<file path="config.mk">
export PLATFORM = sky130hd
export DESIGN_NAME = whitespace_tokenizer
export DESIGN_NICKNAME = d
export VERILOG_FILES = /design/src/design/wtok_pkg.sv /design/src/design/whitespace_tokenizer.sv /design/src/design/wtok_front.sv /design/src/design/wtok_queue.sv /design/src/design/wtok_back.sv
export SDC_FILE = /design/constraint.sdc
export NUM_CORES = 1
export LEC_CHECK = 0
export ABC_AREA = 1
export BUFFER_PORTS_ARGS = -buffer_cell sky130_fd_sc_hd__buf_2
export CORE_MARGIN = 2
export CORE_UTILIZATION = 59
export CTS_BUF_LIST = sky130_fd_sc_hd__clkbuf_8
export CTS_CLUSTER_SIZE = 12
export DETAILED_ROUTE_END_ITERATION = 10
export PLACE_DENSITY = 0.76
export REMOVE_ABC_BUFFERS = 1
export SLEW_MARGIN = 15
export SYNTH_ARGS = -nofsm -noshare
export SYNTH_HDL_FRONTEND = slang
export SYNTH_HIERARCHICAL = 1
export SYNTH_SLANG_ARGS = --single-unit
</file>
<file path="constraint.sdc">
create_clock -name aclk -period 12.3 [get_ports aclk]
set_input_delay 1.23 -clock aclk [delete_from_list [all_inputs] [get_ports aclk]]
set_output_delay 1.23 -clock aclk [all_outputs]
set_load 0.02 [all_outputs]
</file>
<file path="src/design/wtok_pkg.sv">
// ----------------------------------------------------------------------------
// wtok_pkg
// Shared types, codes and character constants of the whitespace tokenizer.
// ----------------------------------------------------------------------------
package wtok_pkg;

    localparam int MAX_TOKEN_LEN_DEF = 127;
    localparam int QUEUE_DEPTH       = 4;
    localparam int VALUE_W           = 31;

    localparam logic [VALUE_W-1:0] VALUE_MAX = {VALUE_W{1'b1}};

    // result kinds
    localparam logic [1:0] KIND_CHAR = 2'd0;
    localparam logic [1:0] KIND_END  = 2'd1;
    localparam logic [1:0] KIND_EOI  = 2'd2;

    // token classes
    localparam logic [1:0] CLASS_NUMBER = 2'd0;
    localparam logic [1:0] CLASS_SYMBOL = 2'd1;
    localparam logic [1:0] CLASS_NAME   = 2'd2;

    localparam logic [7:0] CH_QUOTE = 8'h22;
    localparam logic [7:0] CH_BSLASH = 8'h5c;
    localparam logic [7:0] CH_N     = 8'h6e;
    localparam logic [7:0] CH_T     = 8'h74;
    localparam logic [7:0] CH_0     = 8'h30;
    localparam logic [7:0] CH_9     = 8'h39;
    localparam logic [7:0] CH_UA    = 8'h41;
    localparam logic [7:0] CH_UZ    = 8'h5a;
    localparam logic [7:0] CH_LA    = 8'h61;
    localparam logic [7:0] CH_LZ    = 8'h7a;
    localparam logic [7:0] CH_SPACE = 8'h20;
    localparam logic [7:0] CH_TAB   = 8'h09;
    localparam logic [7:0] CH_NL    = 8'h0a;

    typedef struct packed {
        logic [1:0]         kind;
        logic [7:0]         tok_char;
        logic [1:0]         token_class;
        logic [VALUE_W-1:0] number_value;
        logic               too_long;
        logic               last;
    } wtok_result_t;

    // one accepted byte gives at most two results
    typedef struct packed {
        wtok_result_t first;
        wtok_result_t second;
        logic         two;
    } wtok_entry_t;

    typedef struct packed {
        wtok_entry_t head;
        logic        empty;
    } wtok_qhead_t;

    function automatic logic is_digit(input logic [7:0] c);
        return (c >= CH_0) && (c <= CH_9);
    endfunction

    function automatic logic is_letter(input logic [7:0] c);
        return ((c >= CH_UA) && (c <= CH_UZ)) || ((c >= CH_LA) && (c <= CH_LZ));
    endfunction

endpackage

</file>
<file path="src/design/whitespace_tokenizer.sv">
// ----------------------------------------------------------------------------
// whitespace_tokenizer
// Byte-stream lexer splitting on whitespace, with quotes and escapes.
// ----------------------------------------------------------------------------
// One input byte is taken per clock while the result queue is not full. A byte
// yields zero, one or two output transactions; the output side sends one per
// clock while m_tready is high, so a byte that both adds a character and ends
// a token (or ends the last token and the input) needs a second output
// transaction, absorbed by the four-entry result queue between the lexer and
// the output register. Token characters stream out as they arrive; a
// token-finished transaction then carries the class, the saturated number
// value and the truncation flag. There is no reset sweep: the block is ready
// right after reset.
module whitespace_tokenizer #(
    parameter int MaxTokenLen = wtok_pkg::MAX_TOKEN_LEN_DEF
) (
    input  logic        aclk,
    input  logic        aresetn,
    input  logic        s_tvalid,
    output logic        s_tready,
    input  logic [7:0]  s_tdata,   // ch
    input  logic [0:0]  s_tuser,   // action
    output logic        m_tvalid,
    input  logic        m_tready,
    output logic [47:0] m_tdata,   // tok_char, token_class, number_value, too_long
    output logic [1:0]  m_tuser,   // kind
    output logic        m_tlast
);

    logic                   accept, push, pop, full;
    wtok_pkg::wtok_entry_t  entry;
    wtok_pkg::wtok_qhead_t  qhead;
    wtok_pkg::wtok_result_t res;

    assign s_tready = !full;
    assign accept   = s_tvalid && s_tready;

    wtok_front #(
        .MaxTokenLen(MaxTokenLen)
    ) u_front (
        .aclk    (aclk),
        .aresetn (aresetn),
        .accept  (accept),
        .action  (s_tuser[0]),
        .ch      (s_tdata),
        .push    (push),
        .entry   (entry)
    );

    wtok_queue u_queue (
        .aclk       (aclk),
        .aresetn    (aresetn),
        .push       (push),
        .push_entry (entry),
        .pop        (pop),
        .full       (full),
        .qhead      (qhead)
    );

    wtok_back u_back (
        .aclk      (aclk),
        .aresetn   (aresetn),
        .qhead     (qhead),
        .pop       (pop),
        .out_valid (m_tvalid),
        .out_res   (res),
        .out_ready (m_tready)
    );

    assign m_tdata = {6'b0, res.too_long, res.number_value, res.token_class, res.tok_char};
    assign m_tuser = res.kind;
    assign m_tlast = res.last;

endmodule

</file>
<file path="src/design/wtok_front.sv">
// ----------------------------------------------------------------------------
// wtok_front
// Lexer state: quoting, escapes, token length, class and number value.
// Turns each accepted byte into zero, one or two results for the queue.
// ----------------------------------------------------------------------------
module wtok_front #(
    parameter int MaxTokenLen = wtok_pkg::MAX_TOKEN_LEN_DEF
) (
    input  logic                 aclk,
    input  logic                 aresetn,
    input  logic                 accept,
    input  logic                 action,
    input  logic [7:0]           ch,
    output logic                 push,
    output wtok_pkg::wtok_entry_t entry
);

    localparam int LW = $clog2(MaxTokenLen + 1);
    localparam int VW = wtok_pkg::VALUE_W;

    logic          inq_reg, inq_next;
    logic          esc_reg, esc_next;
    logic [LW-1:0] len_reg, len_next;
    logic [1:0]    fc_reg, fc_next;
    logic [VW-1:0] val_reg, val_next;
    logic          dr_reg, dr_next;
    logic          ov_reg, ov_next;

    logic          do_acc, do_close, do_eoi, acc_ok, close_emit;
    logic [7:0]    acc_char;
    logic          c_dig;
    logic [LW-1:0] len_a;
    logic [1:0]    fc_a;
    logic [VW-1:0] val_base, val_a;
    logic [VW+3:0] val_prod;
    logic          dr_a, ov_a;
    wtok_pkg::wtok_result_t r_acc, r_close, r_eoi;

    always_comb begin
        do_acc   = 1'b0;
        do_close = 1'b0;
        do_eoi   = 1'b0;
        acc_char = ch;
        esc_next = esc_reg;
        inq_next = inq_reg;
        if (action) begin
            do_close = 1'b1;
            do_eoi   = 1'b1;
        end else if (esc_reg) begin
            esc_next = 1'b0;
            if (ch == wtok_pkg::CH_N) begin
                do_acc   = 1'b1;
                acc_char = wtok_pkg::CH_NL;
            end else if (ch == wtok_pkg::CH_T) begin
                do_acc   = 1'b1;
                acc_char = wtok_pkg::CH_TAB;
            end else if (ch == wtok_pkg::CH_BSLASH) begin
                do_acc   = 1'b1;
                acc_char = wtok_pkg::CH_BSLASH;
            end else if (ch == wtok_pkg::CH_NL) begin
                do_close = 1'b1;
                inq_next = 1'b0;
            end
        end else if (ch == wtok_pkg::CH_NL) begin
            do_acc   = inq_reg;
            do_close = 1'b1;
            inq_next = 1'b0;
        end else if ((ch == wtok_pkg::CH_SPACE || ch == wtok_pkg::CH_TAB) && !inq_reg) begin
            do_close = 1'b1;
        end else if (ch == wtok_pkg::CH_QUOTE) begin
            inq_next = !inq_reg;
        end else if (ch == wtok_pkg::CH_BSLASH) begin
            esc_next = 1'b1;
        end else begin
            do_acc = 1'b1;
        end
        if (action) begin
            inq_next = 1'b0;
            esc_next = 1'b0;
        end
    end

    // character acceptance
    always_comb begin
        c_dig    = wtok_pkg::is_digit(acc_char);
        acc_ok   = do_acc && (len_reg < LW'(MaxTokenLen));
        len_a    = len_reg;
        fc_a     = fc_reg;
        dr_a     = dr_reg;
        ov_a     = ov_reg | (do_acc & !acc_ok);
        val_base = (len_reg == '0) ? '0 : val_reg;
        val_prod = ({4'b0, val_base} << 3) + ({4'b0, val_base} << 1)
                 + {{VW{1'b0}}, 4'(acc_char - wtok_pkg::CH_0)};
        val_a    = val_reg;
        if (acc_ok) begin
            len_a = len_reg + 1'b1;
            if (len_reg == '0) begin
                fc_a = c_dig ? wtok_pkg::CLASS_NUMBER :
                       (wtok_pkg::is_letter(acc_char) ? wtok_pkg::CLASS_NAME :
                        wtok_pkg::CLASS_SYMBOL);
                dr_a = c_dig;
            end else begin
                dr_a = dr_reg & c_dig;
            end
            if (dr_a) begin
                val_a = (val_prod > {4'b0, wtok_pkg::VALUE_MAX}) ? wtok_pkg::VALUE_MAX
                                                                  : val_prod[VW-1:0];
            end else begin
                val_a = val_base;
            end
        end
        close_emit = do_close && (len_a != '0);
    end

    always_comb begin
        r_acc              = '0;
        r_acc.kind         = wtok_pkg::KIND_CHAR;
        r_acc.tok_char     = acc_char;
        r_close            = '0;
        r_close.kind       = wtok_pkg::KIND_END;
        r_close.token_class = fc_a;
        r_close.number_value = (fc_a == wtok_pkg::CLASS_NUMBER) ? val_a : '0;
        r_close.too_long   = ov_a;
        r_eoi              = '0;
        r_eoi.kind         = wtok_pkg::KIND_EOI;

        entry = '0;
        if (acc_ok) begin
            entry.first = r_acc;
            if (close_emit) begin
                entry.second = r_close;
                entry.two    = 1'b1;
            end
        end else if (close_emit) begin
            entry.first = r_close;
            if (do_eoi) begin
                entry.second = r_eoi;
                entry.two    = 1'b1;
            end
        end else begin
            entry.first = r_eoi;
        end
        if (entry.two) begin
            entry.second.last = 1'b1;
        end else begin
            entry.first.last = 1'b1;
        end
        push = accept && (acc_ok || close_emit || do_eoi);

        if (do_close) begin
            len_next = '0;
            fc_next  = '0;
            val_next = '0;
            dr_next  = 1'b0;
            ov_next  = 1'b0;
        end else begin
            len_next = len_a;
            fc_next  = fc_a;
            val_next = val_a;
            dr_next  = dr_a;
            ov_next  = ov_a;
        end
    end

    always_ff @(posedge aclk) begin
        if (!aresetn) begin
            inq_reg <= 1'b0;
            esc_reg <= 1'b0;
            len_reg <= '0;
            fc_reg  <= '0;
            val_reg <= '0;
            dr_reg  <= 1'b0;
            ov_reg  <= 1'b0;
        end else if (accept) begin
            inq_reg <= inq_next;
            esc_reg <= esc_next;
            len_reg <= len_next;
            fc_reg  <= fc_next;
            val_reg <= val_next;
            dr_reg  <= dr_next;
            ov_reg  <= ov_next;
        end
    end

`ifndef NO_ASSERTIONS
    a_len_bound: assert property (@(posedge aclk) disable iff (!aresetn)
        len_reg <= LW'(MaxTokenLen))
        else $error("token length beyond maximum");

    a_eoi_clears: assert property (@(posedge aclk) disable iff (!aresetn)
        (accept && action) |=> (len_reg == '0 && !esc_reg && !inq_reg && !ov_reg))
        else $error("end of input did not clear lexer state");
`endif

endmodule

</file>
<file path="src/design/wtok_queue.sv">
// ----------------------------------------------------------------------------
// wtok_queue
// Short FIFO of result pairs between the lexer front and the output side.
// ----------------------------------------------------------------------------
module wtok_queue (
    input  logic                  aclk,
    input  logic                  aresetn,
    input  logic                  push,
    input  wtok_pkg::wtok_entry_t push_entry,
    input  logic                  pop,
    output logic                  full,
    output wtok_pkg::wtok_qhead_t qhead
);

    localparam int Depth = wtok_pkg::QUEUE_DEPTH;
    localparam int PW    = $clog2(Depth);
    localparam int CW    = $clog2(Depth + 1);

    wtok_pkg::wtok_entry_t mem_reg [Depth];
    logic [PW-1:0] wr_ptr_reg, wr_ptr_next;
    logic [PW-1:0] rd_ptr_reg, rd_ptr_next;
    logic [CW-1:0] count_reg, count_next;
    logic          do_push, do_pop;

    always_comb begin
        full        = (count_reg == CW'(Depth));
        qhead.empty = (count_reg == '0);
        qhead.head  = mem_reg[rd_ptr_reg];
        do_push     = push && !full;
        do_pop      = pop && !qhead.empty;
        wr_ptr_next = (wr_ptr_reg == PW'(Depth - 1)) ? '0 : wr_ptr_reg + 1'b1;
        rd_ptr_next = (rd_ptr_reg == PW'(Depth - 1)) ? '0 : rd_ptr_reg + 1'b1;
        count_next  = count_reg + CW'(do_push) - CW'(do_pop);
    end

    always_ff @(posedge aclk) begin
        if (do_push) begin
            mem_reg[wr_ptr_reg] <= push_entry;
        end
    end

    always_ff @(posedge aclk) begin
        if (!aresetn) begin
            wr_ptr_reg <= '0;
            rd_ptr_reg <= '0;
            count_reg  <= '0;
        end else begin
            if (do_push) begin
                wr_ptr_reg <= wr_ptr_next;
            end
            if (do_pop) begin
                rd_ptr_reg <= rd_ptr_next;
            end
            count_reg <= count_next;
        end
    end

`ifndef NO_ASSERTIONS
    a_no_overflow: assert property (@(posedge aclk) disable iff (!aresetn)
        push |-> !full)
        else $error("push into full result queue");
`endif

endmodule

</file>
<file path="src/design/wtok_back.sv">
// ----------------------------------------------------------------------------
// wtok_back
// Output side: unpacks queued result pairs into single transactions and
// holds the current one in the output register.
// ----------------------------------------------------------------------------
module wtok_back (
    input  logic                   aclk,
    input  logic                   aresetn,
    input  wtok_pkg::wtok_qhead_t  qhead,
    output logic                   pop,
    output logic                   out_valid,
    output wtok_pkg::wtok_result_t out_res,
    input  logic                   out_ready
);

    logic                   valid_reg, valid_next;
    logic                   sel_reg, sel_next;
    wtok_pkg::wtok_result_t res_reg, res_next;
    logic                   load;

    always_comb begin
        load       = !valid_reg || out_ready;
        valid_next = valid_reg;
        sel_next   = sel_reg;
        res_next   = res_reg;
        pop        = 1'b0;
        if (load) begin
            valid_next = !qhead.empty;
            res_next   = sel_reg ? qhead.head.second : qhead.head.first;
            if (!qhead.empty) begin
                if (qhead.head.two && !sel_reg) begin
                    sel_next = 1'b1;
                end else begin
                    sel_next = 1'b0;
                    pop      = 1'b1;
                end
            end
        end
    end

    always_ff @(posedge aclk) begin
        if (!aresetn) begin
            valid_reg <= 1'b0;
            sel_reg   <= 1'b0;
        end else begin
            valid_reg <= valid_next;
            sel_reg   <= sel_next;
        end
    end

    always_ff @(posedge aclk) begin
        res_reg <= res_next;
    end

    assign out_valid = valid_reg;
    assign out_res   = res_reg;

`ifndef NO_ASSERTIONS
    // the second half of a pair stays at the queue head until it is loaded into the output register
    a_pair_held: assert property (@(posedge aclk) disable iff (!aresetn)
        sel_reg |-> (!qhead.empty && qhead.head.two))
        else $error("second result of a pair lost");
`endif

endmodule

</file>
==> reports/metrics.csv <==
metric,value,unit
tritoncts,built,
start_kind,input pin,
ys_types,44,
ant_nets,0,
cp-end-kind,register,
max_stage_delay,0.90,ns
cp_max_fo,62,
n_antenna_cell,0,
syn_inst,2481,
path_clk_slew,0.06,ns
finalCritPeriodShare,0.455,
grt_pass1_vias,16835,
nets,2600,
dieArea,40900,sq um
crit_arrival,5.82,ns
fin_tns_setup,0,ns
post-route-min-period,5.59,ns
post-route-drc-count,0,
setup_violations,0,
cp_cell_sequence,buf_2 -> inv_1 -> nand2_1 -> nor2_1 -> a31oi_1 -> nand2_4 -> nand3_4 -> nand2_2 -> nand2_1 -> nand2_1 -> nor2_1 -> nand2_1 -> nand2_2 -> nand3_1 -> nand2_1 -> inv_1 -> nand2_1 -> nor2_4 -> buf_4,
antenna_found_initial,0,
synth_top_area_cell,edfxtp_1,
synth-edff-count,409,
fin_util,0.643,
root_buffer,clkbuf_8,
fin_cells,3091,
dieHeight,202,um
syn_area_per_cell,9.34,sq um
crit_top_cell,nand2_1,
synth_area,23200,sq um
post-dp-hpwl,32.1,mm
htreeDepth,3,
status,"complete, no violations",
yosys.area.top_type_share,0.530,
grt_pass1_wl,85.9,mm
crit_family,simple AND/OR/NAND/NOR gates,
power.leakage,10.7,nW
core.rowCount,72,
drtIter0Drc,1396,
postCtsHoldBufs,0,
synthArstFlopShare,0,
drive_gt1_frac,0.0843,
first_pass_iters,6,
max_freq,0.179,GHz
portBuffers,59,
required,12.53,ns
vias,17308,
synth_warnings,6,
dp.cells,2955,
ys_top_cells_by_area,"edfxtp_1, nand2_1, nor2_1",
synth-seq-area-share,0.577,
slew_viol_final,0,
clk_path_buf_depth,3,
ys_seq_elements,464,
io_pins,66,
drv_cap,0,
worst_pin_slew,1.15,ns
initial_core_util,0.598,
multi_input_area,8160,sq um
overflow,0,
post_cts_buffers,0,
yosys.cell_count.top_type,nand2_1,
hold_class,register to register,
wirelength,53.7,mm
synth_commonest_cells,"nand2_1, edfxtp_1, nor2_1, inv_1, o21ai_0",
fin_skew,0.0364,ns
globalRouteTotalUtil,0.266,
grt_max_degree,106,
power,4.61,mW
slowest_stage,nor2_4,
clk_latency,0.64,ns
relSlewSlack,0.234,
numCtsBuffers,75,
cts_repair_resize_count,0,
viasPerCell,5.60,
synthToLayoutAreaGrowth,7.46,%
whs,0.477,ns
die-width,202,um
hold_viol_final,0,
cts_sinks,464,
synth_ff_type,edfxtp_1,
crit_buf_inv,4,
register_area,13400,sq um
place_congestion,0.956,
powerDensity,185,nW/um^2
wl_per_cell,17.4,um
rsz0062_at_grt,false,
largest_register_ffs,364,
worstSetupPathType,input pin to register,
vdd_ir_drop_max,0.000111,V
fillers,3109,
core_area,38700,sq um
## worst register-to-register path, stage by stage, from the launching register on
cell and delay [ns]:
dfxtp_1 0.43, inv_1 0.10, ha_1 0.21, inv_1 0.05
nor2_1 0.05, nand3_1 0.06, buf_4 0.47, nand2_1 0.26
fa_1 0.60, inv_1 0.06, ha_1 0.28, nand3_1 0.08
nand3_1 0.17, nand2_1 0.11, nand2_1 0.08, nand2_1 0.07
nand2_1 0.14, nand2_1 0.12, nand2_1 0.05, nand2_1 0.05
nand2_1 0.09, nor2_4 0.69, nand3_1 0.22, a21boi_0 0.45
nor3_1 0.17
## path summary, 6_finish.rpt
path | slack (ns) | cells after the start | end | start
min | 0.48 | 2 | u_front/ov_reg | u_front/ov_reg
max | 6.71 | 19 | u_queue/mem_reg[1][25] | s_tdata[7]
min reg2reg | 0.48 | 2 | u_front/ov_reg | u_front/ov_reg
max reg2reg | 6.93 | 24 | u_queue/mem_reg[0][29] | u_front/len_reg[0]
## routing by layer
layer	part of all wire	vias up	track usage
li1	-	8402	-
met2	0.48	637	0.442
met1	0.43	8163	0.357
met4	0.024	0	0.0975
met3	0.070	106	0.0392
met5	0	-	0
## power by group
part | switching, mW | internal (mW)
Sequential | 0.0775 | 2.00
Combinational | 0.924 | 0.343
Clock | 0.593 | 0.666
## placed cells by master (no fill, tap or decap), drive strengths merged
master	n
nor3	71
a21oi	101
xnor2	3
o21bai	1
dfxtp	55
and2	1
o22ai	91
nand2	666
nand3	80
a21boi	32
xor2	18
nor2	309
o21a	1
buf	76
inv	249
or2	1
bufinv	3
edfxtp	409
clkinv	29
nand4	11
nand3b	3
conb	14
o21ai	190
fa	3
a31oi	1
ha	70
mux2i	1
clkinvlp	3
clkbuf	80
o2111ai	1
## through the flow
stage | setup slack (ns) | instance area (sq um)
after floorplan | 4.48 | 22300
after global placement | 6.18 | 23500
after detailed placement | 6.10 | 23500
after CTS | 6.75 | 24900
after global routing | 6.24 | 24900
final | 6.71 | 24900
## layout make-up
cell class | count | area share
multi-input combinational | 1669 | 0.328
clock inverter | 56 | 0.0131
sequential | 464 | 0.538
inverter | 228 | 0.0345
tap | 518 | 0.0260
timing repair buffer | 76 | 0.0170
clock buffer | 80 | 0.0442
## logic make-up after synthesis
family / count (synthesis) / share of synthesized area
mux: 1 / 0.000432
buf+inv: 360 / 0.0746
simple gates: 1142 / 0.199
fa+ha+maj: 73 / 0.0404
xor+xnor: 21 / 0.00794
compound gates: 418 / 0.0994
flops: 464 / 0.577
other cells: 2 / 0.000324
Power figures use the tool's default switching activity.
